**src/design/fcdma_pkg.sv**
```systemverilog
`timescale 1ns / 1ps

package fcdma_pkg;

  // Channel count and count widths
  localparam int CHANNELS         = 4;
  localparam int SHORT_COUNT_BITS = 14;
  localparam int LONG_COUNT_BITS  = 16;

  // Fixed field widths
  localparam int CHAN_W = 2;
  localparam int ADDR_W = 32;
  localparam int DATA_W = 32;
  localparam int CNT_W  = 16;
  localparam int CTRL_W = 16;
  localparam int STEP_W = 4;
  localparam int HALF_W = 16;

  localparam logic [ADDR_W-1:0] SRC_LOW_LIMIT = 32'h0200_0000;
  localparam logic [CNT_W-1:0]  SHORT_MASK    =
    CNT_W'((32'd1 << SHORT_COUNT_BITS) - 32'd1);
  localparam logic [CNT_W-1:0]  LONG_MASK     =
    CNT_W'((32'd1 << LONG_COUNT_BITS) - 32'd1);
  localparam logic [CNT_W-1:0]  SOUND_COUNT   = 16'd4;
  localparam logic [CHAN_W-1:0] LONG_CHAN     = 2'd3;
  localparam logic [CHAN_W-1:0] SOUND_CHAN_A  = 2'd1;
  localparam logic [CHAN_W-1:0] SOUND_CHAN_B  = 2'd2;

  // Control word bit positions
  localparam int CTRL_DST_LO    = 5;
  localparam int CTRL_SRC_LO    = 7;
  localparam int CTRL_REPEAT    = 9;
  localparam int CTRL_WORD      = 10;
  localparam int CTRL_TIMING_LO = 12;
  localparam int CTRL_IRQ       = 14;
  localparam int CTRL_ENABLE    = 15;

  typedef enum logic [1:0] {
    FUNC_REG_WRITE   = 2'd0,
    FUNC_START       = 2'd1,
    FUNC_STEP        = 2'd2,
    FUNC_READ_RETURN = 2'd3
  } func_t;

  typedef enum logic [1:0] {
    REG_SRC   = 2'd0,
    REG_DST   = 2'd1,
    REG_COUNT = 2'd2,
    REG_CTRL  = 2'd3
  } reg_sel_t;

  typedef enum logic [1:0] {
    ADJ_INC    = 2'd0,
    ADJ_DEC    = 2'd1,
    ADJ_FIXED  = 2'd2,
    ADJ_RELOAD = 2'd3
  } adj_t;

  typedef enum logic [1:0] {
    TIMING_IMMEDIATE = 2'd0,
    TIMING_VBLANK    = 2'd1,
    TIMING_HBLANK    = 2'd2,
    TIMING_SPECIAL   = 2'd3
  } timing_t;

  typedef enum logic {
    OP_READ  = 1'b0,
    OP_WRITE = 1'b1
  } op_t;

  // Live state of one channel
  typedef struct packed {
    logic [CTRL_W-1:0] ctrl;
    logic [ADDR_W-1:0] src_cur;
    logic [ADDR_W-1:0] dst_cur;
    logic [CNT_W-1:0]  count;
    logic              running;
    logic              sound;
    logic [STEP_W-1:0] src_step;
    logic [STEP_W-1:0] dst_step;
  } chan_state_t;

  // Source address step: fixed and code 3 do not move
  function automatic logic [STEP_W-1:0] src_step_of(input logic word,
                                                    input logic [1:0] adj);
    logic [STEP_W-1:0] s;
    case (adj)
      ADJ_INC: s = word ? 4'd4 : 4'd2;
      ADJ_DEC: s = word ? 4'hC : 4'hE;
      default: s = 4'd0;
    endcase
    return s;
  endfunction

  // Destination address step: reload mode advances like increment
  function automatic logic [STEP_W-1:0] dst_step_of(input logic word,
                                                    input logic [1:0] adj);
    logic [STEP_W-1:0] s;
    case (adj)
      ADJ_INC, ADJ_RELOAD: s = word ? 4'd4 : 4'd2;
      ADJ_DEC:             s = word ? 4'hC : 4'hE;
      default:             s = 4'd0;
    endcase
    return s;
  endfunction

  function automatic logic [ADDR_W-1:0] align_mask(input logic word);
    return word ? 32'hFFFF_FFFC : 32'hFFFF_FFFE;
  endfunction

  function automatic logic [ADDR_W-1:0] step_ext(input logic [STEP_W-1:0] s);
    return {{(ADDR_W-STEP_W){s[STEP_W-1]}}, s};
  endfunction

endpackage

```
**src/design/fcdma_if.sv**
```systemverilog
`timescale 1ns / 1ps

// Input word channel
interface fcdma_in_if;
  logic        valid;
  logic        ready;
  logic [1:0]  func;
  logic [1:0]  chan;
  logic [1:0]  reg_sel;
  logic [31:0] data;

  modport source(output valid, output func, output chan, output reg_sel,
                 output data, input ready);
  modport sink(input valid, input func, input chan, input reg_sel,
               input data, output ready);
endinterface

// Bus access word channel
interface fcdma_out_if;
  logic        valid;
  logic        ready;
  logic        op;
  logic [31:0] bus_addr;
  logic        word_size;
  logic [31:0] wdata;
  logic [1:0]  from_chan;
  logic        irq_raise;
  logic [3:0]  run_mask;

  modport source(output valid, output op, output bus_addr, output word_size,
                 output wdata, output from_chan, output irq_raise,
                 output run_mask, input ready);
  modport sink(input valid, input op, input bus_addr, input word_size,
               input wdata, input from_chan, input irq_raise,
               input run_mask, output ready);
endinterface

```
**src/design/fcdma_finish.sv**
```systemverilog
`timescale 1ns / 1ps

// Close one transfer unit: step the cursors, count down, handle the end.
module fcdma_finish import fcdma_pkg::*; (
  input  chan_state_t       st,
  input  logic [ADDR_W-1:0] dst_base,
  input  logic [CNT_W-1:0]  count_reload,
  input  logic              long_count,
  output chan_state_t       st_nxt,
  output logic              irq
);

  logic [CNT_W-1:0] cnt_mask;
  logic [CNT_W-1:0] cnt_dec;
  logic             rep;
  logic             word;

  assign cnt_mask = long_count ? LONG_MASK : SHORT_MASK;
  assign cnt_dec  = (st.count - 16'd1) & cnt_mask;
  assign rep      = st.ctrl[CTRL_REPEAT];
  assign word     = st.ctrl[CTRL_WORD];

  always_comb begin
    st_nxt         = st;
    irq            = 1'b0;
    st_nxt.src_cur = st.src_cur + step_ext(st.src_step);
    st_nxt.dst_cur = st.dst_cur + step_ext(st.dst_step);
    st_nxt.count   = cnt_dec;
    // End of transfer: stop; a timed repeat reloads, a non-repeat drops the enable
    if (cnt_dec == '0) begin
      st_nxt.running = 1'b0;
      irq            = st.ctrl[CTRL_IRQ];
      if (rep && (st.ctrl[CTRL_TIMING_LO +: 2] != TIMING_IMMEDIATE)) begin
        st_nxt.count = st.sound ? SOUND_COUNT : count_reload;
        if ((st.ctrl[CTRL_DST_LO +: 2] == ADJ_RELOAD) && !st.sound) begin
          st_nxt.dst_cur = dst_base & align_mask(word);
        end
      end else if (!rep) begin
        st_nxt.ctrl[CTRL_ENABLE] = 1'b0;
      end
    end
  end

endmodule

```
**src/design/four_channel_dma_controller.sv**
```systemverilog
`timescale 1ns / 1ps

// Channel   Direction  Handshake          Payload
// in_if     in         valid / ready      func, chan, reg_sel, data
// out_if    out        valid / ready      op, bus_addr, word_size, wdata,
//                                         from_chan, irq_raise, run_mask
//
// One word is taken per cycle whenever the output register is empty or is
// drained in the same cycle; any bus access it makes appears in the output
// register on the next cycle. Channel selection, address stepping and count
// update are all combinational from the channel registers.
// Reset (rst_n low, synchronous) clears every channel register and the
// pending read. A stalled output holds its word and blocks new input.
module four_channel_dma_controller import fcdma_pkg::*; (
  input  logic         clk,
  input  logic         rst_n,
  fcdma_in_if.sink     in_if,
  fcdma_out_if.source  out_if
);

  chan_state_t       st_r       [CHANNELS];
  chan_state_t       st_nxt     [CHANNELS];
  logic [ADDR_W-1:0] src_base_r [CHANNELS];
  logic [ADDR_W-1:0] src_base_nxt [CHANNELS];
  logic [ADDR_W-1:0] dst_base_r [CHANNELS];
  logic [ADDR_W-1:0] dst_base_nxt [CHANNELS];
  logic [CNT_W-1:0]  reload_r   [CHANNELS];
  logic [CNT_W-1:0]  reload_nxt [CHANNELS];
  logic [DATA_W-1:0] latch_r    [CHANNELS];
  logic [DATA_W-1:0] latch_nxt  [CHANNELS];
  logic              pending_r;
  logic              pending_nxt;
  logic [CHAN_W-1:0] pchan_r;
  logic [CHAN_W-1:0] pchan_nxt;

  logic              in_accept;
  logic [CHANNELS-1:0] active;
  logic              step_found;
  logic [CHAN_W-1:0] step_sel;
  logic              ret_ok;

  logic [CHAN_W-1:0] fin_chan;
  chan_state_t       fin_st;
  chan_state_t       fin_st_nxt;
  logic [ADDR_W-1:0] fin_dst_base;
  logic [CNT_W-1:0]  fin_reload;
  logic [DATA_W-1:0] fin_latch;
  logic [DATA_W-1:0] fin_wdata;
  logic              fin_irq;
  logic [CTRL_W-1:0] ctrl_val;

  logic              res_valid;
  logic              res_op;
  logic [ADDR_W-1:0] res_addr;
  logic              res_word;
  logic [DATA_W-1:0] res_wdata;
  logic [CHAN_W-1:0] res_chan;
  logic              res_irq;
  logic [3:0]        res_mask;

  logic              out_valid_r;
  logic              out_op_r;
  logic [ADDR_W-1:0] out_addr_r;
  logic              out_word_r;
  logic [DATA_W-1:0] out_wdata_r;
  logic [CHAN_W-1:0] out_chan_r;
  logic              out_irq_r;
  logic [3:0]        out_mask_r;

  assign in_if.ready = !out_valid_r || out_if.ready;
  assign in_accept   = in_if.valid && in_if.ready;
  assign ctrl_val    = in_if.data[CTRL_W-1:0];

  // Pick the lowest-numbered enabled, running channel
  always_comb begin
    step_sel = '0;
    for (int i = CHANNELS - 1; i >= 0; i--) begin
      active[i] = st_r[i].ctrl[CTRL_ENABLE] && st_r[i].running;
      if (active[i]) begin
        step_sel = CHAN_W'(i);
      end
    end
  end
  assign step_found = |active;

  // Channel that closes a unit on this word
  assign fin_chan = (in_if.func == FUNC_STEP) ? step_sel : pchan_r;

  always_comb begin
    fin_st       = st_r[0];
    fin_dst_base = dst_base_r[0];
    fin_reload   = reload_r[0];
    fin_latch    = latch_r[0];
    ret_ok       = 1'b0;
    for (int i = 0; i < CHANNELS; i++) begin
      if (fin_chan == CHAN_W'(i)) begin
        fin_st       = st_r[i];
        fin_dst_base = dst_base_r[i];
        fin_reload   = reload_r[i];
        fin_latch    = latch_r[i];
      end
      if (pchan_r == CHAN_W'(i)) begin
        ret_ok = pending_r && active[i];
      end
    end
  end

  // Write data: open-bus latch on a step, returned data on a read return
  always_comb begin
    if (in_if.func == FUNC_STEP) begin
      if (fin_st.ctrl[CTRL_WORD]) begin
        fin_wdata = fin_latch;
      end else if (fin_st.dst_cur[1]) begin
        fin_wdata = {{HALF_W{1'b0}}, fin_latch[DATA_W-1:HALF_W]};
      end else begin
        fin_wdata = {{HALF_W{1'b0}}, fin_latch[HALF_W-1:0]};
      end
    end else if (fin_st.ctrl[CTRL_WORD]) begin
      fin_wdata = in_if.data;
    end else begin
      fin_wdata = {{HALF_W{1'b0}}, in_if.data[HALF_W-1:0]};
    end
  end

  fcdma_finish u_finish (
    .st           (fin_st),
    .dst_base     (fin_dst_base),
    .count_reload (fin_reload),
    .long_count   (fin_chan == LONG_CHAN),
    .st_nxt       (fin_st_nxt),
    .irq          (fin_irq)
  );

  // Decode the input word and update the channel registers
  always_comb begin
    st_nxt       = st_r;
    src_base_nxt = src_base_r;
    dst_base_nxt = dst_base_r;
    reload_nxt   = reload_r;
    latch_nxt    = latch_r;
    pending_nxt  = pending_r;
    pchan_nxt    = pchan_r;
    res_valid    = 1'b0;
    res_op       = OP_WRITE;
    res_addr     = fin_st.dst_cur;
    res_word     = fin_st.ctrl[CTRL_WORD];
    res_wdata    = fin_wdata;
    res_chan     = fin_chan;
    res_irq      = fin_irq;
    if (in_accept) begin
      unique case (in_if.func)
        FUNC_REG_WRITE: begin
          for (int i = 0; i < CHANNELS; i++) begin
            if (in_if.chan == CHAN_W'(i)) begin
              unique case (in_if.reg_sel)
                REG_SRC:   src_base_nxt[i] = in_if.data;
                REG_DST:   dst_base_nxt[i] = in_if.data;
                REG_COUNT: reload_nxt[i]   = in_if.data[CNT_W-1:0];
                REG_CTRL: begin
                  st_nxt[i].ctrl = ctrl_val;
                  if (!ctrl_val[CTRL_ENABLE]) begin
                    st_nxt[i].running = 1'b0;
                  end else if (!st_r[i].ctrl[CTRL_ENABLE]) begin
                    // Enable rising edge: load cursors and count
                    if ((ctrl_val[CTRL_TIMING_LO +: 2] == TIMING_SPECIAL) &&
                        ((CHAN_W'(i) == SOUND_CHAN_A) ||
                         (CHAN_W'(i) == SOUND_CHAN_B))) begin
                      st_nxt[i].ctrl[CTRL_WORD] = 1'b1;
                      st_nxt[i].count   = SOUND_COUNT;
                      st_nxt[i].src_cur = src_base_r[i] & align_mask(1'b1);
                      st_nxt[i].dst_cur = dst_base_r[i] & align_mask(1'b1);
                      st_nxt[i].sound   = 1'b1;
                    end else begin
                      st_nxt[i].sound   = 1'b0;
                      st_nxt[i].src_cur =
                        src_base_r[i] & align_mask(ctrl_val[CTRL_WORD]);
                      st_nxt[i].dst_cur =
                        dst_base_r[i] & align_mask(ctrl_val[CTRL_WORD]);
                      st_nxt[i].count   = reload_r[i];
                      if (ctrl_val[CTRL_TIMING_LO +: 2] == TIMING_IMMEDIATE) begin
                        st_nxt[i].running  = 1'b1;
                        st_nxt[i].src_step = src_step_of(ctrl_val[CTRL_WORD],
                                                         ctrl_val[CTRL_SRC_LO +: 2]);
                        st_nxt[i].dst_step = dst_step_of(ctrl_val[CTRL_WORD],
                                                         ctrl_val[CTRL_DST_LO +: 2]);
                      end
                    end
                  end
                end
                default: ;
              endcase
            end
          end
        end
        FUNC_START: begin
          for (int i = 0; i < CHANNELS; i++) begin
            if ((in_if.chan == CHAN_W'(i)) && st_r[i].ctrl[CTRL_ENABLE]) begin
              st_nxt[i].running  = 1'b1;
              st_nxt[i].src_step = src_step_of(st_r[i].ctrl[CTRL_WORD],
                                               st_r[i].ctrl[CTRL_SRC_LO +: 2]);
              st_nxt[i].dst_step = st_r[i].sound ? '0 :
                                   dst_step_of(st_r[i].ctrl[CTRL_WORD],
                                               st_r[i].ctrl[CTRL_DST_LO +: 2]);
            end
          end
        end
        FUNC_STEP: begin
          if (!pending_r && step_found) begin
            res_valid = 1'b1;
            if (fin_st.src_cur >= SRC_LOW_LIMIT) begin
              // Issue the read and wait for its data
              pending_nxt = 1'b1;
              pchan_nxt   = step_sel;
              res_op      = OP_READ;
              res_addr    = fin_st.src_cur;
              res_wdata   = '0;
              res_irq     = 1'b0;
            end else begin
              for (int i = 0; i < CHANNELS; i++) begin
                if (step_sel == CHAN_W'(i)) begin
                  st_nxt[i] = fin_st_nxt;
                end
              end
            end
          end
        end
        FUNC_READ_RETURN: begin
          pending_nxt = 1'b0;
          if (ret_ok) begin
            res_valid = 1'b1;
            for (int i = 0; i < CHANNELS; i++) begin
              if (pchan_r == CHAN_W'(i)) begin
                st_nxt[i] = fin_st_nxt;
                if (fin_st.ctrl[CTRL_WORD]) begin
                  latch_nxt[i] = in_if.data;
                end else begin
                  latch_nxt[i] = {in_if.data[HALF_W-1:0], in_if.data[HALF_W-1:0]};
                end
              end
            end
          end
        end
        default: ;
      endcase
    end
  end

  // Run mask after this word
  always_comb begin
    res_mask = '0;
    for (int i = 0; i < CHANNELS; i++) begin
      res_mask[i] = st_nxt[i].ctrl[CTRL_ENABLE] && st_nxt[i].running;
    end
  end

  // Hold channel registers and the output word
  always_ff @(posedge clk) begin
    if (!rst_n) begin
      for (int i = 0; i < CHANNELS; i++) begin
        st_r[i]       <= '0;
        src_base_r[i] <= '0;
        dst_base_r[i] <= '0;
        reload_r[i]   <= '0;
        latch_r[i]    <= '0;
      end
      pending_r   <= 1'b0;
      pchan_r     <= '0;
      out_valid_r <= 1'b0;
    end else begin
      st_r       <= st_nxt;
      src_base_r <= src_base_nxt;
      dst_base_r <= dst_base_nxt;
      reload_r   <= reload_nxt;
      latch_r    <= latch_nxt;
      pending_r  <= pending_nxt;
      pchan_r    <= pchan_nxt;
      if (in_accept && res_valid) begin
        out_valid_r <= 1'b1;
      end else if (out_if.ready) begin
        out_valid_r <= 1'b0;
      end
    end
  end

  always_ff @(posedge clk) begin
    if (in_accept && res_valid) begin
      out_op_r    <= res_op;
      out_addr_r  <= res_addr;
      out_word_r  <= res_word;
      out_wdata_r <= res_wdata;
      out_chan_r  <= res_chan;
      out_irq_r   <= res_irq;
      out_mask_r  <= res_mask;
    end
  end

  assign out_if.valid     = out_valid_r;
  assign out_if.op        = out_op_r;
  assign out_if.bus_addr  = out_addr_r;
  assign out_if.word_size = out_word_r;
  assign out_if.wdata     = out_wdata_r;
  assign out_if.from_chan = out_chan_r;
  assign out_if.irq_raise = out_irq_r;
  assign out_if.run_mask  = out_mask_r;

endmodule

```
**src/flat_wrapper.sv**
```systemverilog
// flat-port wrapper written by rule: the top's interface ports become plain ports
module four_channel_dma_controller_flat import fcdma_pkg::*;
  (clk, rst_n, in_if_valid, in_if_func, in_if_chan, in_if_reg_sel, in_if_data, in_if_ready, out_if_valid, out_if_op, out_if_bus_addr, out_if_word_size, out_if_wdata, out_if_from_chan, out_if_irq_raise, out_if_run_mask, out_if_ready);
  fcdma_in_if in_if_i ();
  fcdma_out_if out_if_i ();
  input  logic clk;
  input  logic rst_n;
  input wire logic [$bits(in_if_i.valid)-1:0] in_if_valid;
  input wire logic [$bits(in_if_i.func)-1:0] in_if_func;
  input wire logic [$bits(in_if_i.chan)-1:0] in_if_chan;
  input wire logic [$bits(in_if_i.reg_sel)-1:0] in_if_reg_sel;
  input wire logic [$bits(in_if_i.data)-1:0] in_if_data;
  output wire logic [$bits(in_if_i.ready)-1:0] in_if_ready;
  output wire logic [$bits(out_if_i.valid)-1:0] out_if_valid;
  output wire logic [$bits(out_if_i.op)-1:0] out_if_op;
  output wire logic [$bits(out_if_i.bus_addr)-1:0] out_if_bus_addr;
  output wire logic [$bits(out_if_i.word_size)-1:0] out_if_word_size;
  output wire logic [$bits(out_if_i.wdata)-1:0] out_if_wdata;
  output wire logic [$bits(out_if_i.from_chan)-1:0] out_if_from_chan;
  output wire logic [$bits(out_if_i.irq_raise)-1:0] out_if_irq_raise;
  output wire logic [$bits(out_if_i.run_mask)-1:0] out_if_run_mask;
  input wire logic [$bits(out_if_i.ready)-1:0] out_if_ready;
  assign in_if_i.valid = in_if_valid;
  assign in_if_i.func = in_if_func;
  assign in_if_i.chan = in_if_chan;
  assign in_if_i.reg_sel = in_if_reg_sel;
  assign in_if_i.data = in_if_data;
  assign in_if_ready = in_if_i.ready;
  assign out_if_valid = out_if_i.valid;
  assign out_if_op = out_if_i.op;
  assign out_if_bus_addr = out_if_i.bus_addr;
  assign out_if_word_size = out_if_i.word_size;
  assign out_if_wdata = out_if_i.wdata;
  assign out_if_from_chan = out_if_i.from_chan;
  assign out_if_irq_raise = out_if_i.irq_raise;
  assign out_if_run_mask = out_if_i.run_mask;
  assign out_if_i.ready = out_if_ready;
  four_channel_dma_controller u_core (.clk(clk), .rst_n(rst_n), .in_if(in_if_i), .out_if(out_if_i));
endmodule
```
**config.mk**
```make
export PLATFORM = sky130hd
export DESIGN_NAME = four_channel_dma_controller_flat
export DESIGN_NICKNAME = d
export VERILOG_FILES = /design/src/design/fcdma_pkg.sv /design/src/design/fcdma_if.sv /design/src/design/fcdma_finish.sv /design/src/design/four_channel_dma_controller.sv /design/src/flat_wrapper.sv
export SDC_FILE = /design/constraint.sdc
export NUM_CORES = 2
export LEC_CHECK = 0
export BUFFER_PORTS_ARGS = -buffer_cell sky130_fd_sc_hd__buf_2
export CORE_MARGIN = 8
export CORE_UTILIZATION = 63
export DETAILED_ROUTE_END_ITERATION = 16
export HOLD_SLACK_MARGIN = 0.1
export PLACE_DENSITY = 0.8
export RECOVER_POWER = 100
export SYNTH_ARGS = -nofsm -noshare
export SYNTH_HDL_FRONTEND = slang
export SYNTH_SLANG_ARGS = --single-unit
```
**constraint.sdc**
```tcl
create_clock -name clk -period 12.2 [get_ports clk]
set_input_delay 1.22 -clock clk [delete_from_list [all_inputs] [get_ports clk]]
set_output_delay 1.22 -clock clk [all_outputs]
set_load 0.01 [all_outputs]
```
==> impl_metrics.py <==
metrics = {
    "run_status": {
        "status": "finished with violations",
        "violations": "capacitance limit, slew limit",
    },
    "cells_and_area": {
        "final_area_mm2": 0.05075,
        "n_fill_cell": 6397,
        "final_cell_mix": "1820 x nand2_1, 841 x dfxtp_1, 617 x a21oi_1",
        "multi_input_area_mm2": 0.02582,
        "seq_area_mm2": 0.01903,
        "final_common_cell": "nand2_1",
        "areaGrowthSynthToFinish_pct": 7.705,
        "nets": 6234,
        "drive_above_1_share_pct": 5.683,
    },
    "die": {
        "start_util_pct": 63.51,
        "design.portCount": 117,
        "die_w_um": 289.5,
        "core_mm2": 0.07420,
        "fp.dieH_um": 289.5,
        "rows": 100,
        "dieArea_mm2": 0.08381,
    },
    "power": {
        "power.leakage_nw": 17.55,
        "vdd_drop_max_v": 0.0001201,
        "cellPowerDensity_mw_per_mm2": 127.9,
    },
    "clock_tree": {
        "clk_latency_ns": 0.70,
        "cts_max_level": 3,
        "clock_sinks": 914,
        "root_buffer": "clkbuf_16",
        "cts.reportedPaths.clkPinSlew_ns": 0.06,
        "numCtsBuffers": 95,
        "cts_tree": "yes",
        "post_cts_buffers": 0,
        "clockBufferDepth": 3,
        "cts-resized-gates": 0,
        "cts_hold_buf": 0,
    },
    "critical_path": {
        "crit_start": "in_if_func[0]",
        "rr_startpoint": "u_core.st_r[105]",
        "cp.depth": 15,
        "slowest_stage": "clkbuf_1",
        "worstSetupPathType": "input port to flop",
        "rr_worst_depth": 13,
        "crit_required_ns": 12.77,
        "crit_buf_inv": 5,
        "end_kind": "flop",
        "crit_chain": "clkbuf_1, nor2b_1, clkbuf_1, o211ai_1, nand2_8, buf_4, buf_4, and4_1, o211ai_1, o21ai_0, nand2_1, clkbuf_1, nand2_1, o221a_2, o31a_1",
        "max_stage_delay_ns": 1.97,
        "rr_endpoint": "u_core.st_r[54]",
        "start_kind": "input port",
        "critPathMaxFanout": 81,
        "worstPathArrival_ns": 11.11,
        "crit_end": "u_core.st_r[54]",
        "r2r_setup_slack_ns": 2.60,
        "crit_top_cell": "clkbuf_1",
        "cpLargestDelayFamily": "buffers and inverters",
    },
    "global_routing": {
        "grt_pass1_wl_um": 275500,
        "grt.total_usage_pct": 42.44,
        "overflow": 0,
        "antenna_found_initial": 9,
        "grt_max_degree": 236,
        "grt_pass1_vias": 45730,
    },
    "synthesis": {
        "synth.ff_latch_count": 914,
        "syn-instance-count": 6365,
        "ys_types": 96,
        "async_flop_share_pct": 0,
        "yosysSeqAreaShare_pct": 40.38,
        "synth_edf_count": 73,
        "synth_area_mm2": 0.04712,
        "syn-num-nets": 6483,
        "ys.flop_type": "dfxtp_1",
        "yosys_warnings": 0,
        "syn_area_per_cell_um2": 7.404,
    },
    "route": {
        "drt_first_pass_iters": 7,
        "ant_nets": 0,
        "vias": 49460,
        "drc": 0,
        "drt-initial-drc-count": 8255,
        "routed_wl_um": 186100,
        "wl_per_cell_um": 25.96,
        "vias_per_cell": 6.898,
    },
    "sta": {
        "setup_tns_ns": 0,
        "max_freq_mhz": 94.92,
        "rsz0062_at_grt": "no",
        "relSlewSlack_pct": -164.4,
        "min_period_ns": 10.53,
        "drv_slew": 1042,
        "hold_violations": 0,
        "finalSetupViolCount": 0,
        "tightest_slew_ns": 3.965,
        "clock_skew_ns": 0.04020,
        "period_share_pct": 86.35,
    },
    "worst_hold_path": {
        "worstHoldPathCells": 2,
        "min_path_type": "flop to flop",
    },
    "place": {
        "gp_congestion": 1.001,
        "dpl.hpwl_um": 109300,
        "port_buffers": 116,
        "dpl-instance-area_mm2": 0.04774,
    },
    "flow_run": {
        "drv_cap": 33,
    },
}
-- per-stage QoR --
stage | utilization [%] | worst slack [ns] | total power [mW] | hold slack (ns) | instances
3_5_place_dp | 64.34 | 3.507 | 3.442 | 0.4423 | 6988
3_3_place_gp | 64.34 | 3.622 | 3.439 | 0.4374 | 6988
6_report | 68.41 | 1.665 | 6.492 | 0.4516 | 7170
5_1_grt | 68.39 | 1.811 | 6.610 | 0.4691 | 7165
4_1_cts | 68.79 | 4.161 | 6.460 | 0.4503 | 7163
2_1_floorplan | - | 4.555 | 3.317 | 0.4319 | 6365
-- sequential cells by signal, indices dropped and copies added, names as in the netlist, 4 cells and up --
signal,count
u_core.dst_base_r,124
u_core.latch_r,128
u_core.out_if.bus_addr,32
u_core.out_if.run_mask,4
u_core.out_if.wdata,32
u_core.reload_r,64
u_core.src_base_r,124
u_core.st_r,397
-- cells in the mapped netlist, types with 10 or more instances --
library cell     n  area (um^2)
a2111oi_0       10        87.58
a211oi_1       124        930.9
a21o_1          28        210.2
a21oi_1        617         3088
a221oi_1        77        674.4
a22o_1          74        648.1
a22oi_1         17        127.6
a31oi_1        149        932.1
a32oi_1         13        113.9
and2_1          24        150.1
and3_1         145        907.1
buf_1           39        146.4
buf_2           23        115.1
clkbuf_1       478         1794
dfxtp_1        841        16840
edfxtp_1        73         2192
ha_1            74        925.9
inv_1           49        183.9
mux2_2          44        495.5
mux2i_1         75        750.7
mux4_2          14        315.3
nand2_1       1820         6832
nand2b_1        13        81.33
nand3_1        248         1241
nand4_1         14        87.58
nor2_1         397         1490
nor2b_1         16        100.1
nor3_1         103        515.5
nor4_1          20        125.1
o211ai_1        21        157.7
o21a_1          18        135.1
o21ai_0        365         1827
o21bai_1        12        90.09
o22ai_1         51        319.1
or3_1           23        143.9
xnor2_1         44        385.4
xor2_1          24        210.2
-- power breakdown --
part,internal (mW),total [mW],switching [mW]
logic,0.0663,0.355,0.288
clock network,1.77,3.10,1.33
registers,3.03,3.04,0.00966
-- worst min path at each step --
stage | from | end | slack (ns)
3_3_place_gp | u_core.src_base_r[83] | u_core.src_base_r[83] | 0.44
6_report | u_core.src_base_r[83] | u_core.src_base_r[83] | 0.45
3_5_place_dp | u_core.src_base_r[83] | u_core.src_base_r[83] | 0.44
5_1_grt | u_core.reload_r[47] | u_core.reload_r[47] | 0.47
2_1_floorplan | u_core.src_base_r[60] | u_core.src_base_r[60] | 0.43
4_1_cts | u_core.src_base_r[83] | u_core.src_base_r[83] | 0.45
-- area by class of cell --
| class | count | area share, % |
|---|---|---|
| well taps | 969 | 2.389 |
| clock inverters | 44 | 1.228 |
| diodes | 7 | 0.03451 |
| multi-input cells | 4845 | 50.87 |
| clock buffers | 131 | 5.288 |
| flip-flops and latches | 914 | 37.49 |
| inverters | 51 | 0.4166 |
| repair buffers | 209 | 2.280 |
-- layer usage --
layer	wire, um	GRT usage [%]	up-vias
li1	-	-	21730
met1	66860	53.24	22780
met2	77500	63.30	3999
met3	29110	14.11	942
met4	12620	25.17	6
met5	37	0	-
-- worst min-delay path, delay by kind of cell (launching register included) --
| family | cells | cell delay, ns |
|---|---|---|
| flops | 1 | 0.30 |
| simple gates | 1 | 0.05 |
| compound gates | 1 | 0.05 |
-- cells by family after synthesis --
group / Yosys count / share of synthesized area, %
AO/OA/AOI/OAI: 1695 / 22.19
XOR/XNOR: 68 / 1.264
adder cells (fa/ha/maj): 76 / 2.050
buffers and inverters: 606 / 5.066
flip-flops: 914 / 40.38
multiplexers: 134 / 3.345
AND/OR/NAND/NOR: 2872 / 25.70
No activity file was read; power rests on OpenSTA's default activity.
